**config.mk**
```make
export PLATFORM = sky130hd
export DESIGN_NAME = value_noise_terrain_classifier_core
export DESIGN_NICKNAME = d
export VERILOG_FILES = /design/src/design/vntc_pkg.sv /design/src/design/vntc_div_pipe.sv /design/src/design/vntc_hash.sv /design/src/design/vntc_smooth.sv /design/src/design/value_noise_terrain_classifier_core.sv
export SDC_FILE = /design/constraint.sdc
export NUM_CORES = 2
export LEC_CHECK = 0
export BUFFER_PORTS_ARGS = -buffer_cell sky130_fd_sc_hd__buf_2
export CAP_MARGIN = 25
export CORE_MARGIN = 2
export CORE_UTILIZATION = 60
export CTS_BUF_LIST = sky130_fd_sc_hd__clkbuf_4
export DETAILED_ROUTE_END_ITERATION = 6
export GPL_TIMING_DRIVEN = 0
export PLACE_DENSITY = 0.77
export SLEW_MARGIN = 20
export SYNTH_ARGS = -nofsm -noshare
export SYNTH_HDL_FRONTEND = slang
export SYNTH_SLANG_ARGS = --single-unit
```
**constraint.sdc**
```tcl
create_clock -name i_clk -period 12.4 [get_ports i_clk]
set_input_delay 0 -clock i_clk [delete_from_list [all_inputs] [get_ports i_clk]]
set_output_delay 0 -clock i_clk [all_outputs]
set_load 0.01 [all_outputs]
```
**src/design/vntc_pkg.sv**
```systemverilog
`timescale 1ns / 1ps
`default_nettype none

package vntc_pkg;

    // Lattice neighborhood: rows u-1 .. u+2, columns v-1 .. v+2
    localparam int unsigned GRID_N = 4;

    typedef logic [GRID_N-1:0][GRID_N-1:0][7:0] t_grid;

    typedef struct packed {
        logic [7:0] u;
        logic [7:0] v;
    } t_coord;

    // Register indexes on the configuration port
    localparam logic [2:0] REG_SEED  = 3'd0;
    localparam logic [2:0] REG_SCALE = 3'd1;
    localparam logic [2:0] REG_WATER = 3'd2;
    localparam logic [2:0] REG_GRASS = 3'd3;
    localparam logic [2:0] REG_TREE  = 3'd4;

    // Tile codes
    localparam logic [1:0] TILE_GRASS = 2'd0;
    localparam logic [1:0] TILE_WATER = 2'd1;
    localparam logic [1:0] TILE_TREES = 2'd2;
    localparam logic [1:0] TILE_MOUNT = 2'd3;

    localparam logic [7:0] SEED_RESET  = 8'd1;
    localparam logic [7:0] SCALE_RESET = 8'd1;
    localparam logic [7:0] WATER_RESET = 8'd100;
    localparam logic [7:0] GRASS_RESET = 8'd135;
    localparam logic [7:0] TREE_RESET  = 8'd160;

    // Largest smoothed value: 4*255>>4 + 4*255>>3 + 255>>2
    localparam logic [7:0] LEVEL_MAX = 8'd253;

endpackage

`default_nettype wire

```
**src/design/vntc_div_pipe.sv**
```systemverilog
`timescale 1ns / 1ps
`default_nettype none

module vntc_div_pipe (
    input  wire logic              i_clk,
    input  wire logic              i_rst_n,
    input  wire logic              i_valid,
    output logic                   o_ready,
    input  wire logic [7:0]        i_num_x,
    input  wire logic [7:0]        i_num_y,
    input  wire logic [7:0]        i_den,
    output logic                   o_valid,
    input  wire logic              i_ready,
    output vntc_pkg::t_coord       o_quo
);

    localparam int unsigned STAGES = 8;

    logic       r_valid [STAGES];
    logic [7:0] r_rem_x [STAGES];
    logic [7:0] r_rem_y [STAGES];
    logic [7:0] r_num_x [STAGES];
    logic [7:0] r_num_y [STAGES];
    logic [7:0] r_quo_x [STAGES];
    logic [7:0] r_quo_y [STAGES];
    logic [7:0] r_den   [STAGES];
    logic       w_ready [STAGES+1];

    // Restoring step: returns {quotient bit, new remainder}.
    // A zero divisor sets every quotient bit, giving 255.
    function automatic logic [8:0] div_step(input logic [7:0] rem, input logic bit_in,
                                            input logic [7:0] den);
        logic [8:0] t;
        logic [8:0] diff;
        logic       ge;
        t    = {rem, bit_in};
        diff = t - {1'b0, den};
        ge   = (t >= {1'b0, den});
        return {ge, (ge ? diff[7:0] : t[7:0])};
    endfunction

    assign w_ready[STAGES] = i_ready;

    for (genvar s = 0; s < STAGES; s++) begin : g_stage
        logic       w_pv;
        logic [7:0] w_prem_x, w_prem_y, w_pnum_x, w_pnum_y, w_pquo_x, w_pquo_y, w_pden;
        logic [8:0] w_step_x, w_step_y;

        if (s == 0) begin : g_first
            assign w_pv     = i_valid;
            assign w_prem_x = '0;
            assign w_prem_y = '0;
            assign w_pnum_x = i_num_x;
            assign w_pnum_y = i_num_y;
            assign w_pquo_x = '0;
            assign w_pquo_y = '0;
            assign w_pden   = i_den;
        end else begin : g_next
            assign w_pv     = r_valid[s-1];
            assign w_prem_x = r_rem_x[s-1];
            assign w_prem_y = r_rem_y[s-1];
            assign w_pnum_x = r_num_x[s-1];
            assign w_pnum_y = r_num_y[s-1];
            assign w_pquo_x = r_quo_x[s-1];
            assign w_pquo_y = r_quo_y[s-1];
            assign w_pden   = r_den[s-1];
        end

        assign w_step_x   = div_step(w_prem_x, w_pnum_x[7], w_pden);
        assign w_step_y   = div_step(w_prem_y, w_pnum_y[7], w_pden);
        assign w_ready[s] = !r_valid[s] || w_ready[s+1];

        always_ff @(posedge i_clk) begin
            if (!i_rst_n) begin
                r_valid[s] <= 1'b0;
            end else if (w_ready[s]) begin
                r_valid[s] <= w_pv;
            end
        end

        always_ff @(posedge i_clk) begin
            if (w_ready[s] && w_pv) begin
                r_rem_x[s] <= w_step_x[7:0];
                r_rem_y[s] <= w_step_y[7:0];
                r_num_x[s] <= {w_pnum_x[6:0], 1'b0};
                r_num_y[s] <= {w_pnum_y[6:0], 1'b0};
                r_quo_x[s] <= {w_pquo_x[6:0], w_step_x[8]};
                r_quo_y[s] <= {w_pquo_y[6:0], w_step_y[8]};
                r_den[s]   <= w_pden;
            end
        end
    end

    assign o_ready = w_ready[0];
    assign o_valid = r_valid[STAGES-1];
    assign o_quo   = '{u: r_quo_x[STAGES-1], v: r_quo_y[STAGES-1]};

`ifndef ASSERT_OFF
    a_rem_below_den: assert property (@(posedge i_clk) disable iff (!i_rst_n)
        (r_valid[STAGES-1] && r_den[STAGES-1] != 8'd0) |->
        (r_rem_x[STAGES-1] < r_den[STAGES-1] && r_rem_y[STAGES-1] < r_den[STAGES-1]))
        else $error("divider remainder not below divisor");

    a_zero_den_saturates: assert property (@(posedge i_clk) disable iff (!i_rst_n)
        (r_valid[STAGES-1] && r_den[STAGES-1] == 8'd0) |->
        (r_quo_x[STAGES-1] == 8'hFF && r_quo_y[STAGES-1] == 8'hFF))
        else $error("zero divisor did not give all-ones quotient");
`endif

endmodule

`default_nettype wire

```
**src/design/vntc_hash.sv**
```systemverilog
`timescale 1ns / 1ps
`default_nettype none

module vntc_hash (
    input  wire logic              i_clk,
    input  wire logic              i_rst_n,
    input  wire logic              i_valid,
    output logic                   o_ready,
    input  wire vntc_pkg::t_coord  i_coord,
    input  wire logic [7:0]        i_seed,
    output logic                   o_valid,
    input  wire logic              i_ready,
    output vntc_pkg::t_grid        o_grid
);

    logic            r_valid_a;
    vntc_pkg::t_grid r_p_a;
    vntc_pkg::t_grid r_q_a;
    vntc_pkg::t_grid n_p_a;
    vntc_pkg::t_grid n_q_a;
    logic            r_valid_b;
    vntc_pkg::t_grid r_grid_b;
    vntc_pkg::t_grid n_grid_b;
    logic            w_ready_a;
    logic            w_ready_b;

    assign w_ready_b = !r_valid_b || i_ready;
    assign w_ready_a = !r_valid_a || w_ready_b;

    // Xor-shift mixing of each lattice point of the 4x4 neighborhood
    always_comb begin
        logic [7:0] a, b, p, q;
        for (int i = 0; i < vntc_pkg::GRID_N; i++) begin
            for (int j = 0; j < vntc_pkg::GRID_N; j++) begin
                a = i_coord.u + 8'(i) - 8'd1;
                b = i_coord.v + 8'(j) - 8'd1;
                p = a ^ {b[0], 7'b0};
                p = p ^ (p >> 5);
                q = b ^ {p[4:0], 3'b0};
                q = q ^ (q >> 1);
                n_p_a[i][j] = p;
                n_q_a[i][j] = q;
            end
        end
    end

    // Seed product, low byte only
    always_comb begin
        logic [15:0] prod;
        for (int i = 0; i < vntc_pkg::GRID_N; i++) begin
            for (int j = 0; j < vntc_pkg::GRID_N; j++) begin
                prod           = {8'd0, r_q_a[i][j]} * {8'd0, i_seed};
                n_grid_b[i][j] = r_p_a[i][j] ^ prod[7:0];
            end
        end
    end

    always_ff @(posedge i_clk) begin
        if (!i_rst_n) begin
            r_valid_a <= 1'b0;
            r_valid_b <= 1'b0;
        end else begin
            if (w_ready_a) begin
                r_valid_a <= i_valid;
            end
            if (w_ready_b) begin
                r_valid_b <= r_valid_a;
            end
        end
    end

    always_ff @(posedge i_clk) begin
        if (w_ready_a && i_valid) begin
            r_p_a <= n_p_a;
            r_q_a <= n_q_a;
        end
        if (w_ready_b && r_valid_a) begin
            r_grid_b <= n_grid_b;
        end
    end

    assign o_ready = w_ready_a;
    assign o_valid = r_valid_b;
    assign o_grid  = r_grid_b;

endmodule

`default_nettype wire

```
**src/design/vntc_smooth.sv**
```systemverilog
`timescale 1ns / 1ps
`default_nettype none

module vntc_smooth (
    input  wire logic              i_clk,
    input  wire logic              i_rst_n,
    input  wire logic              i_valid,
    output logic                   o_ready,
    input  wire vntc_pkg::t_grid   i_grid,
    input  wire logic [7:0]        i_water_limit,
    input  wire logic [7:0]        i_grass_limit,
    input  wire logic [7:0]        i_tree_limit,
    output logic                   o_valid,
    input  wire logic              i_ready,
    output logic [1:0]             o_tile_code,
    output logic [7:0]             o_noise_level
);

    logic                 r_valid_c;
    logic [1:0][1:0][7:0] r_smooth_c;
    logic [1:0][1:0][7:0] n_smooth_c;
    logic                 r_valid_d;
    logic [7:0]           r_level_d;
    logic [7:0]           n_level_d;
    logic                 r_valid_e;
    logic [7:0]           r_level_e;
    logic [1:0]           r_tile_e;
    logic [1:0]           n_tile_e;
    logic                 w_ready_c;
    logic                 w_ready_d;
    logic                 w_ready_e;

    assign w_ready_e = !r_valid_e || i_ready;
    assign w_ready_d = !r_valid_d || w_ready_e;
    assign w_ready_c = !r_valid_c || w_ready_d;

    // 3x3 weighted smoothing at (u,v), (u+1,v), (u,v+1), (u+1,v+1)
    always_comb begin
        logic [9:0] cs, ss;
        for (int di = 0; di < 2; di++) begin
            for (int dj = 0; dj < 2; dj++) begin
                cs = 10'(i_grid[di][dj]) + 10'(i_grid[di+2][dj])
                   + 10'(i_grid[di][dj+2]) + 10'(i_grid[di+2][dj+2]);
                ss = 10'(i_grid[di][dj+1]) + 10'(i_grid[di+2][dj+1])
                   + 10'(i_grid[di+1][dj]) + 10'(i_grid[di+1][dj+2]);
                n_smooth_c[di][dj] = 8'(cs >> 4) + 8'(ss >> 3)
                                   + (i_grid[di+1][dj+1] >> 2);
            end
        end
    end

    // Average along x, then the two rows
    always_comb begin
        logic [8:0] sum0, sum1, sum2;
        sum0      = {1'b0, r_smooth_c[0][0]} + {1'b0, r_smooth_c[1][0]};
        sum1      = {1'b0, r_smooth_c[0][1]} + {1'b0, r_smooth_c[1][1]};
        sum2      = {1'b0, sum0[8:1]} + {1'b0, sum1[8:1]};
        n_level_d = sum2[8:1];
    end

    // First limit that holds decides
    always_comb begin
        if (r_level_d < i_water_limit) begin
            n_tile_e = vntc_pkg::TILE_WATER;
        end else if (r_level_d < i_grass_limit) begin
            n_tile_e = vntc_pkg::TILE_GRASS;
        end else if (r_level_d < i_tree_limit) begin
            n_tile_e = vntc_pkg::TILE_TREES;
        end else begin
            n_tile_e = vntc_pkg::TILE_MOUNT;
        end
    end

    always_ff @(posedge i_clk) begin
        if (!i_rst_n) begin
            r_valid_c <= 1'b0;
            r_valid_d <= 1'b0;
            r_valid_e <= 1'b0;
        end else begin
            if (w_ready_c) begin
                r_valid_c <= i_valid;
            end
            if (w_ready_d) begin
                r_valid_d <= r_valid_c;
            end
            if (w_ready_e) begin
                r_valid_e <= r_valid_d;
            end
        end
    end

    always_ff @(posedge i_clk) begin
        if (w_ready_c && i_valid) begin
            r_smooth_c <= n_smooth_c;
        end
        if (w_ready_d && r_valid_c) begin
            r_level_d <= n_level_d;
        end
        if (w_ready_e && r_valid_d) begin
            r_level_e <= r_level_d;
            r_tile_e  <= n_tile_e;
        end
    end

    assign o_ready       = w_ready_c;
    assign o_valid       = r_valid_e;
    assign o_tile_code   = r_tile_e;
    assign o_noise_level = r_level_e;

`ifndef ASSERT_OFF
    a_level_in_range: assert property (@(posedge i_clk) disable iff (!i_rst_n)
        r_valid_e |-> (r_level_e <= vntc_pkg::LEVEL_MAX))
        else $error("noise level above smoothing maximum");
`endif

endmodule

`default_nettype wire

```
**src/design/value_noise_terrain_classifier_core.sv**
```systemverilog
`timescale 1ns / 1ps
`default_nettype none

// Value-noise terrain classifier. Each request (pos_x, pos_y) gives exactly one
// result (tile_code, noise_level), in request order. One request is taken every
// cycle while o_in_stall is low. A request passes through the one-bit-per-stage
// restoring divider that turns coordinates into lattice points, the hash stages
// (xor-shift mix, then the seed product) and the stages for smoothing, averaging
// and classification. Results held by a stalled output do not block requests
// until every stage is full. Registers lie at byte address 4*index; the user
// must write them only while no request is in flight, which the block does not
// enforce. A scale of zero gives lattice point 255 on both axes.
module value_noise_terrain_classifier_core (
    input  wire logic        i_clk,
    input  wire logic        i_rst_n,
    input  wire logic        i_in_valid,
    output logic             o_in_stall,
    input  wire logic [7:0]  i_pos_x,
    input  wire logic [7:0]  i_pos_y,
    output logic             o_out_valid,
    input  wire logic        i_out_stall,
    output logic [1:0]       o_tile_code,
    output logic [7:0]       o_noise_level,
    input  wire logic        psel,
    input  wire logic        penable,
    input  wire logic        pwrite,
    input  wire logic [4:0]  paddr,
    input  wire logic [31:0] pwdata,
    output logic [31:0]      prdata,
    output logic             pready
);

    logic [7:0]       r_seed;
    logic [7:0]       r_scale;
    logic [7:0]       r_water_limit;
    logic [7:0]       r_grass_limit;
    logic [7:0]       r_tree_limit;

    logic             w_div_ready;
    logic             w_div_valid;
    vntc_pkg::t_coord w_lattice;
    logic             w_hash_ready;
    logic             w_hash_valid;
    vntc_pkg::t_grid  w_grid;
    logic             w_smooth_ready;

    assign pready = 1'b1;

    always_ff @(posedge i_clk) begin
        if (!i_rst_n) begin
            r_seed        <= vntc_pkg::SEED_RESET;
            r_scale       <= vntc_pkg::SCALE_RESET;
            r_water_limit <= vntc_pkg::WATER_RESET;
            r_grass_limit <= vntc_pkg::GRASS_RESET;
            r_tree_limit  <= vntc_pkg::TREE_RESET;
        end else if (psel && penable && pwrite && pready) begin
            case (paddr[4:2])
                vntc_pkg::REG_SEED:  r_seed        <= pwdata[7:0];
                vntc_pkg::REG_SCALE: r_scale       <= pwdata[7:0];
                vntc_pkg::REG_WATER: r_water_limit <= pwdata[7:0];
                vntc_pkg::REG_GRASS: r_grass_limit <= pwdata[7:0];
                vntc_pkg::REG_TREE:  r_tree_limit  <= pwdata[7:0];
                default: ;
            endcase
        end
    end

    always_comb begin
        case (paddr[4:2])
            vntc_pkg::REG_SEED:  prdata = {24'd0, r_seed};
            vntc_pkg::REG_SCALE: prdata = {24'd0, r_scale};
            vntc_pkg::REG_WATER: prdata = {24'd0, r_water_limit};
            vntc_pkg::REG_GRASS: prdata = {24'd0, r_grass_limit};
            vntc_pkg::REG_TREE:  prdata = {24'd0, r_tree_limit};
            default:             prdata = '0;
        endcase
    end

    vntc_div_pipe u_div (
        .i_clk   (i_clk),
        .i_rst_n (i_rst_n),
        .i_valid (i_in_valid),
        .o_ready (w_div_ready),
        .i_num_x (i_pos_x),
        .i_num_y (i_pos_y),
        .i_den   (r_scale),
        .o_valid (w_div_valid),
        .i_ready (w_hash_ready),
        .o_quo   (w_lattice)
    );

    vntc_hash u_hash (
        .i_clk   (i_clk),
        .i_rst_n (i_rst_n),
        .i_valid (w_div_valid),
        .o_ready (w_hash_ready),
        .i_coord (w_lattice),
        .i_seed  (r_seed),
        .o_valid (w_hash_valid),
        .i_ready (w_smooth_ready),
        .o_grid  (w_grid)
    );

    vntc_smooth u_smooth (
        .i_clk         (i_clk),
        .i_rst_n       (i_rst_n),
        .i_valid       (w_hash_valid),
        .o_ready       (w_smooth_ready),
        .i_grid        (w_grid),
        .i_water_limit (r_water_limit),
        .i_grass_limit (r_grass_limit),
        .i_tree_limit  (r_tree_limit),
        .o_valid       (o_out_valid),
        .i_ready       (!i_out_stall),
        .o_tile_code   (o_tile_code),
        .o_noise_level (o_noise_level)
    );

    assign o_in_stall = !w_div_ready;

`ifndef ASSERT_OFF
    a_stall_from_output: assert property (@(posedge i_clk) disable iff (!i_rst_n)
        o_in_stall |-> (o_out_valid && i_out_stall))
        else $error("request stalled while output side is free");

    a_reset_empties: assert property (@(posedge i_clk)
        !i_rst_n |=> !o_out_valid)
        else $error("result valid right after reset");
`endif

endmodule

`default_nettype wire
```
== Word level (Yosys, flattened, before mapping) ==
Memory sizes are Yosys's and may differ from the RTL's.
Cells that the tools add are included.
Operators by class
  mux-type cells: 68
  $lt $le $gt $ge: 19
  multiply operators: 16
  reductions and logical operators: 50
  bitwise logic cells: 88
  add/sub/neg operators: 63
  equality and inequality tests: 4
Operator list (number)
  $xor A8 B8 Y8: 48
  $add A10 B8 Y10: 16
  $mul A8 B8 Y8: 16
  $mux W8: 16
  $xor A8 B3 Y8: 16
  $xor A8 B7 Y8: 16
  $ge A9 B8 Y1: 14
  $sub A8 B8 Y8: 14
  $add A8 B8 Y9: 9
  $sub A8 B1 Y8 const B: 8
  $mux W1: 51
  $pmux W8 S5: 1
  $add A6 B7 Y8: 4
  $add A8 B2 Y8 const B: 4
  $add A8 B6 Y8: 4
  $lt A8 B8 Y1: 3
  $add A8 B1 Y8 const B: 2
  $ge A1 B8 Y1: 2
  $sub A1 B8 Y8: 2
  $logic_and A1 B1 Y1: 15
  $logic_not A1 Y1: 15
  $logic_or A1 B1 Y1: 13
  $reduce_and A2 Y1: 5
  $or A1 B1 Y1: 8
  5 further kinds: 6
Storage, ports and cells
  RAM bits: 440
  output and inout bits: 45
  input port bits: 60
  memories: 8
  register bits after elaboration: 479
  logic and storage cells: 382
Memory list
  u_div.r_den: depth 8, width 8, read ports 7, clocked after memory_dff 0, wr ports 8, line vntc_div_pipe.sv:26  | logic [7:0] r_den [STAGES];
  u_div.r_quo_x: depth 8, width 8, read ports 8, clocked after memory_dff 0, wr ports 8, line vntc_div_pipe.sv:24  | logic [7:0] r_quo_x [STAGES];
  u_div.r_quo_y: depth 8, width 8, read ports 8, clocked after memory_dff 0, wr ports 8, line vntc_div_pipe.sv:25  | logic [7:0] r_quo_y [STAGES];
  u_div.r_rem_x: depth 8, width 8, read ports 7, clocked after memory_dff 0, wr ports 8, line vntc_div_pipe.sv:20  | logic [7:0] r_rem_x [STAGES];
  u_div.r_rem_y: depth 8, width 8, read ports 7, clocked after memory_dff 0, wr ports 8, line vntc_div_pipe.sv:21  | logic [7:0] r_rem_y [STAGES];
  u_div.r_num_x: depth 8, width 7, read ports 7, clocked after memory_dff 0, wr ports 8, line vntc_div_pipe.sv:22  | logic [7:0] r_num_x [STAGES];
  2 more memories

== Longest topological paths before layout ==
  depth after elaboration: 18
  mapped depth: 24
  mapped depth without buffers: 24

== Modules after synthesis ==
A second synthesis with hierarchy kept.
Second synthesis, totals
  cell total of the unflattened synthesis: 4628
  area total of the unflattened synthesis: 51221.6 µm²
By module, submodules not included
  vntc_hash: times used 1, cells each 2241, seq. area each 8207.9 µm², area each 24207.0 µm²
  vntc_div_pipe: times used 1, cells each 1172, seq. area each 9118.7 µm², area each 15407.3 µm²
  vntc_smooth: times used 1, cells each 990, seq. area each 1561.5 µm², area each 9492.9 µm²
  value_noise_terrain_classifier_core: times used 1, cells each 225, seq. area each 800.8 µm², area each 2114.5 µm²

== Worst setup path before layout ==
No wires, ideal clock.
  kind: reg2reg
  from: reg u_smooth.r_valid_e, in the netlist u_smooth.o_valid
  to: reg u_hash.r_grid_b (netlist bit u_hash.o_grid[0]) (enable)
  slack: 1.733 ns
  period minus slack after synthesis: 10.667 ns
  cell stages (with the launch flop): 3
  data required time: 11.589 ns
  arrival time: 9.856 ns
  library setup time: 0.811 ns
  buffers on the path: 0
  path through: dfxtp_1 and4_1 a21boi_0
On the way
  longest elaborated chain between the ends: 6
RTL lines
  start: declaration: line vntc_smooth.sv:25  | logic r_valid_e;
  start signal: assignment: line vntc_smooth.sv:87  | r_valid_e <= r_valid_d;
  $logic_not A1 Y1: line vntc_smooth.sv:33  | assign w_ready_e = !r_valid_e || i_ready;
  $logic_or A1 B1 Y1: line vntc_smooth.sv:33
  $logic_or A1 B1 Y1: line vntc_smooth.sv:34  | assign w_ready_d = !r_valid_d || w_ready_e;
  $logic_or A1 B1 Y1: line vntc_smooth.sv:35  | assign w_ready_c = !r_valid_c || w_ready_d;
  $logic_or A1 B1 Y1: line vntc_hash.sv:27  | assign w_ready_b = !r_valid_b || i_ready;
  $logic_and A1 B1 Y1: line vntc_hash.sv:77  | if (w_ready_b && r_valid_a) begin
  end signal: assignment: line vntc_hash.sv:78  | r_grid_b <= n_grid_b;
  end: declaration: line vntc_hash.sv:22  | vntc_pkg::t_grid r_grid_b;
No other way between the ends.
A chain may end at the register's enable or synchronous reset.

==> results.md <==
- Yosys attributes the largest share of cell area to edfxtp_1 37%, ha_1 13%, fa_1 12%.
- The biggest area contributor in the post-synthesis netlist is edfxtp_1.
- At the placement stage, the worst setup path has a slack of 6.301 ns.
- The share of power burned in combinational logic is 0.074.
- The most used flip-flop cell after synthesis is edfxtp_1.
- The die outline width is 296.0 um.
- The final layout contains routed wiring with a total length of between 100,000 and 150,000 um.
- The largest voltage drop on the vdd net is 0.08759 mV.
- In this run the tool buffered the top-level ports with 52 buffer cells.
- The share of the Yosys chip area taken by registers is 0.3849.
- Timing would allow up to about 160 MHz.
- The post-synthesis adder-cell area fraction is 0.2444.
- In this run the count of I/O pins placed on the die edge is 105.
- In this run the power spent charging and discharging nets is about 0.0012 W.
- Once placement finished, the instance area stood at 53,570 um^2.
- The number of nets in the final layout is 5,933.
- The floorplan core area is 84,880 um^2.
- The most frequent standard cell in the layout excluding fill and tap cells is inv_1.
- The unique cell type count in the Yosys netlist is 60.
- The path with the worst hold slack has its endpoint at u_div.r_rem_x[0][4]$_SDFFCE_PP0P_.
- The final setup violation count is 0.
- The average cell area after synthesis is 10.90 um^2.
- The share of synthesized area in the top cell type comes to 0.3669.
- Of the total power, the share spent switching nets is 0.2433.
- The count of nets left with antenna violations once routing finished came out at 0.
- The die footprint is 87,600 um^2.
- The initial standard-cell utilization of the core is 0.6026.
- For the pin with the worst max-slew slack, the measured transition is 0.9715 ns.
- The part of the power in registers is 0.521.
- In this run the critical register-to-register path is captured at u_hash.o_grid[103]$_DFFE_PP_.
- The setup slack on the worst flop-to-flop path is 6.16 ns.
- The leakage power is 24.83 nW.
- The number of max-slew violations in the final report was 0.
- The share of flip-flops with an asynchronous set or reset after synthesis is 0.
- The synthesis-to-layout area growth is 10.86%.
- The worst hold path cell count is 3.
- After synthesis the netlist holds a flip-flop and latch count of 671.
- The die height is 296.0 um.
- For the finished layout, the period the worst path requires is 6.242 ns.
- The finished cells cover 56,700 um^2.
- STA classifies the critical path endpoint as a flop.
- Across the routed clock network, the largest skew measured is roughly 0.077 ns.
- The maximum count of clock buffers along a single path is 3.
- The mapped netlist covers 51,150 um^2.
- For this run, the total global-route usage over all layers was measured as 0.3042.
- The internal power of the cells totals 0.003661 W.
- The routed layout has approximately 34k vias.
- The post-CTS setup buffer count is 0.
- The synthesized netlist cell count is 4,691.
- The class of the tightest hold or removal check is in -> reg.
- In the final routed layout, each cell accounts on average for ~21 um.
- After clock tree synthesis, the clock-pin slew on the worst setup and hold paths is approximately 0.07 ns.
- After detailed routing, the number of remaining DRC violations is 0.
- In the routed layout, each cell is associated on average with a via count of 5.439.
- Of the cells placed in the final design, the portion with a size suffix greater than 1 is 0.09842.
- Setup slack closes at 6.158 ns.
- The run finished with clean final reports.
- The final RePlAce weighted congestion is 0.9720.
- The half-perimeter wire length after detailed placement is 104,800 um.
- After layout, the design draws a total of 0.004838 W.
- The first routing iteration left 2,444 violations.
- The wire length of the first global-routing pass is roughly 200,000 um.
- Entering global routing, the biggest net connects 35 pins.
- The final worst-path cycle share is 0.5034.
- The non-filler instance count after layout is approximately 6.3k.
- Yosys mapped a number of flops with a built-in enable equal to 625.
- The number of hold violations in the final report is 0.
- The clock tree synthesis step divided the H-tree into 4 levels.
- The complex-gate fraction of the synthesized area is 0.07980.
- The type of element launching the critical path is a flop.
- Power spread over the standard cell area amounts to around 85 nW/um^2.
- The initial antenna violation count is 8.
- Data on the critical path is required at its endpoint by 13.22 ns.
- Along the worst path, the maximum fanout reaches 10.
- Clock tree synthesis found a total of 671 sinks.
- The placement row count is 107.
- Setup repair after global routing left no endpoint under its margin.
- The worst register-to-register path begins at r_seed[1]$_SDFFE_PN0P_.
- Counting cells, the worst reg-to-reg path comes to 17.
- TritonCTS built the clock tree.
- The Yosys step of the flow raised 0 warnings.
- In this run the clock root is driven by a clkbuf_4.
- The arrival time reported for the critical path endpoint is approximately 7.1 ns.
- The cell count after placement is 5,933.
- Max-cap violations in this run came to 0.
- The number of optimization iterations in the first detailed-route pass is 5.
- The number of buffers created by CTS is 176.
- The startpoint identified for the worst hold timing path is i_in_valid.
- The share of the synthesized netlist area taken by xor and xnor gates is 0.1152.
- For the worst-skew pair, the clock arrives at the later sink with an insertion delay of 1.08 ns.
- The library cells used most frequently in the layout, excluding fill and tap cells, are 767 x inv_1, 625 x edfxtp_1, 524 x ha_1.
- The mux cell area share after synthesis is 0.01512.
- Of the total synthesized cell area, the portion taken by AND, OR, NAND and NOR gates is 0.09237.
- The share of total power dissipated in the clock network is 0.405.
- The via count of the first global-routing pass was 35.25k.
- The critical path start-end classification is reg -> reg.
- After synthesis, the largest family of logic cells by area is adder cells.
- The remaining global-route overflow is 0.
- In this run the tightest slew margin relative to its limit is 0.3477.
-- kinds of logic (layout without fill, tap and decap cells) --
logic type	after synthesis	in the layout
flip-flops	671	671
AO/OA/AOI/OAI	631	631
multiplexers	71	71
adder cells (fa/ha/maj)	821	821
XOR/XNOR	643	643
buffers and inverters	893	1361
other	2	32
AND/OR/NAND/NOR	959	959
-- state kept, by name (all words and copies together), names as in the netlist, 2 cells and up --
signal and cells:
u_div.r_quo_x 36, u_smooth.r_level_d 8, r_scale 8, u_div.r_valid 8
u_div.r_den 56, r_grass_limit 8, u_smooth.r_smooth_c 32, u_div.r_num_x 28
u_smooth.o_tile_code 2, u_div.r_rem_y 56, u_div.r_rem_x 56, u_smooth.o_noise_level 8
u_hash.r_p_a 40, u_hash.r_q_a 104, u_div.r_num_y 28, r_seed 8
r_tree_limit 8, u_div.r_quo_y 36, r_water_limit 8, u_hash.o_grid 128
-- worst max-delay path by stage --
stage	depth (start not counted)	end	from
floorplan	2	u_hash.o_grid[0]$_DFFE_PP_	u_smooth.o_valid$_SDFFE_PN0P_
global placement	2	u_hash.o_grid[2]$_DFFE_PP_	u_smooth.o_valid$_SDFFE_PN0P_
detailed placement	17	u_hash.o_grid[103]$_DFFE_PP_	r_seed[1]$_SDFFE_PN0P_
CTS	17	u_hash.o_grid[103]$_DFFE_PP_	r_seed[1]$_SDFFE_PN0P_
global route	17	u_hash.o_grid[103]$_DFFE_PP_	r_seed[1]$_SDFFE_PN0P_
finish	17	u_hash.o_grid[103]$_DFFE_PP_	r_seed[1]$_SDFFE_PN0P_
-- what timing repair did --
action / CTS / global route
endpoints found under the hold margin: 210 / 0
setup endpoints to repair: 0 / 0
hold buffers: 85 / 0
gates resized for setup: 0 / 0
-- synthesized netlist by cell type (15+ instances only) --
library cell,instances
nor2_1,161
mux2_2,40
a21oi_1,141
clkbuf_1,75
mux2i_1,30
nor3_1,37
a31o_2,18
buf_4,29
o31a_1,20
a21o_1,91
and2_1,205
nand2b_1,16
edfxtp_1,625
fa_1,297
ha_1,524
nand3_1,33
or2_2,19
a22oi_1,15
xnor2_1,409
inv_1,767
o21a_1,55
o21bai_1,16
nand4_1,29
and3_1,18
nand2_1,327
dfxtp_1,46
xor2_1,210
o21ai_0,149
a21boi_0,32
a211oi_1,26
o211ai_1,18
or3_1,18
nor2b_1,81
-- stage by stage --
| stage | hold slack [ns] | setup TNS (ns) | util |
|---|---|---|---|
| 6_report | 0.1264 | 0 | 0.6680 |
| 5_1_grt | 0.07607 | 0 | 0.6680 |
| 4_1_cts | 0.01846 | 0 | 0.6678 |
| 3_5_place_dp | 0.1787 | 0 | 0.6311 |
| 3_3_place_gp | 0.1770 | -284.02 | 0.6235 |
| 2_1_floorplan | 0.09887 | 0 | - |
-- critical path, stage by stage (launching register included) --
cell and delay [ns]:
dfxtp_1 0.32, clkbuf_1 0.55, clkbuf_1 0.62, clkbuf_1 0.67
clkbuf_1 0.71, nand2_1 0.17, fa_1 0.55, inv_1 0.04
ha_1 0.27, inv_1 0.05, fa_1 0.52, inv_1 0.07
fa_1 0.45, a21o_1 0.21, a21oi_1 0.21, xnor2_1 0.16
xnor2_1 0.10, xnor2_1 0.31
-- power groups by stage --
stage / registers, W / clock network (W) / logic, W
2_1_floorplan: 0.00256 / 0 / 0.000244
3_3_place_gp: 0.00257 / 0 / 0.000318
3_5_place_dp: 0.00257 / 0 / 0.000334
4_1_cts: 0.00252 / 0.00200 / 0.000353
5_1_grt: 0.00252 / 0.00212 / 0.000393
6_report: 0.00252 / 0.00196 / 0.000356
-- cell type report --
class | instances | area, um^2
Fill cell | 6568 | 28180
Multi-Input combinational cell | 3150 | 28150
Sequential cell | 671 | 19690
Inverter | 771 | 2899
Clock buffer | 250 | 1877
Timing Repair Buffer | 160 | 1668
Tap cell | 1144 | 1431
Buffer | 122 | 580.6
Clock inverter | 58 | 391.6
Antenna cell | 7 | 17.52
-- routing by layer --
metal  wire [um]  up-vias  part of all wire  global-route usage
li1            -    16440                 -                   -
met1       50000    16450              0.38              0.3550
met2       63090     1181              0.49              0.5184
met3        7977      374             0.061             0.05801
met4        8980        2             0.069              0.1901
met5          13        -           0.00010                   0
Note: power is estimated with default switching activity, not from simulation.
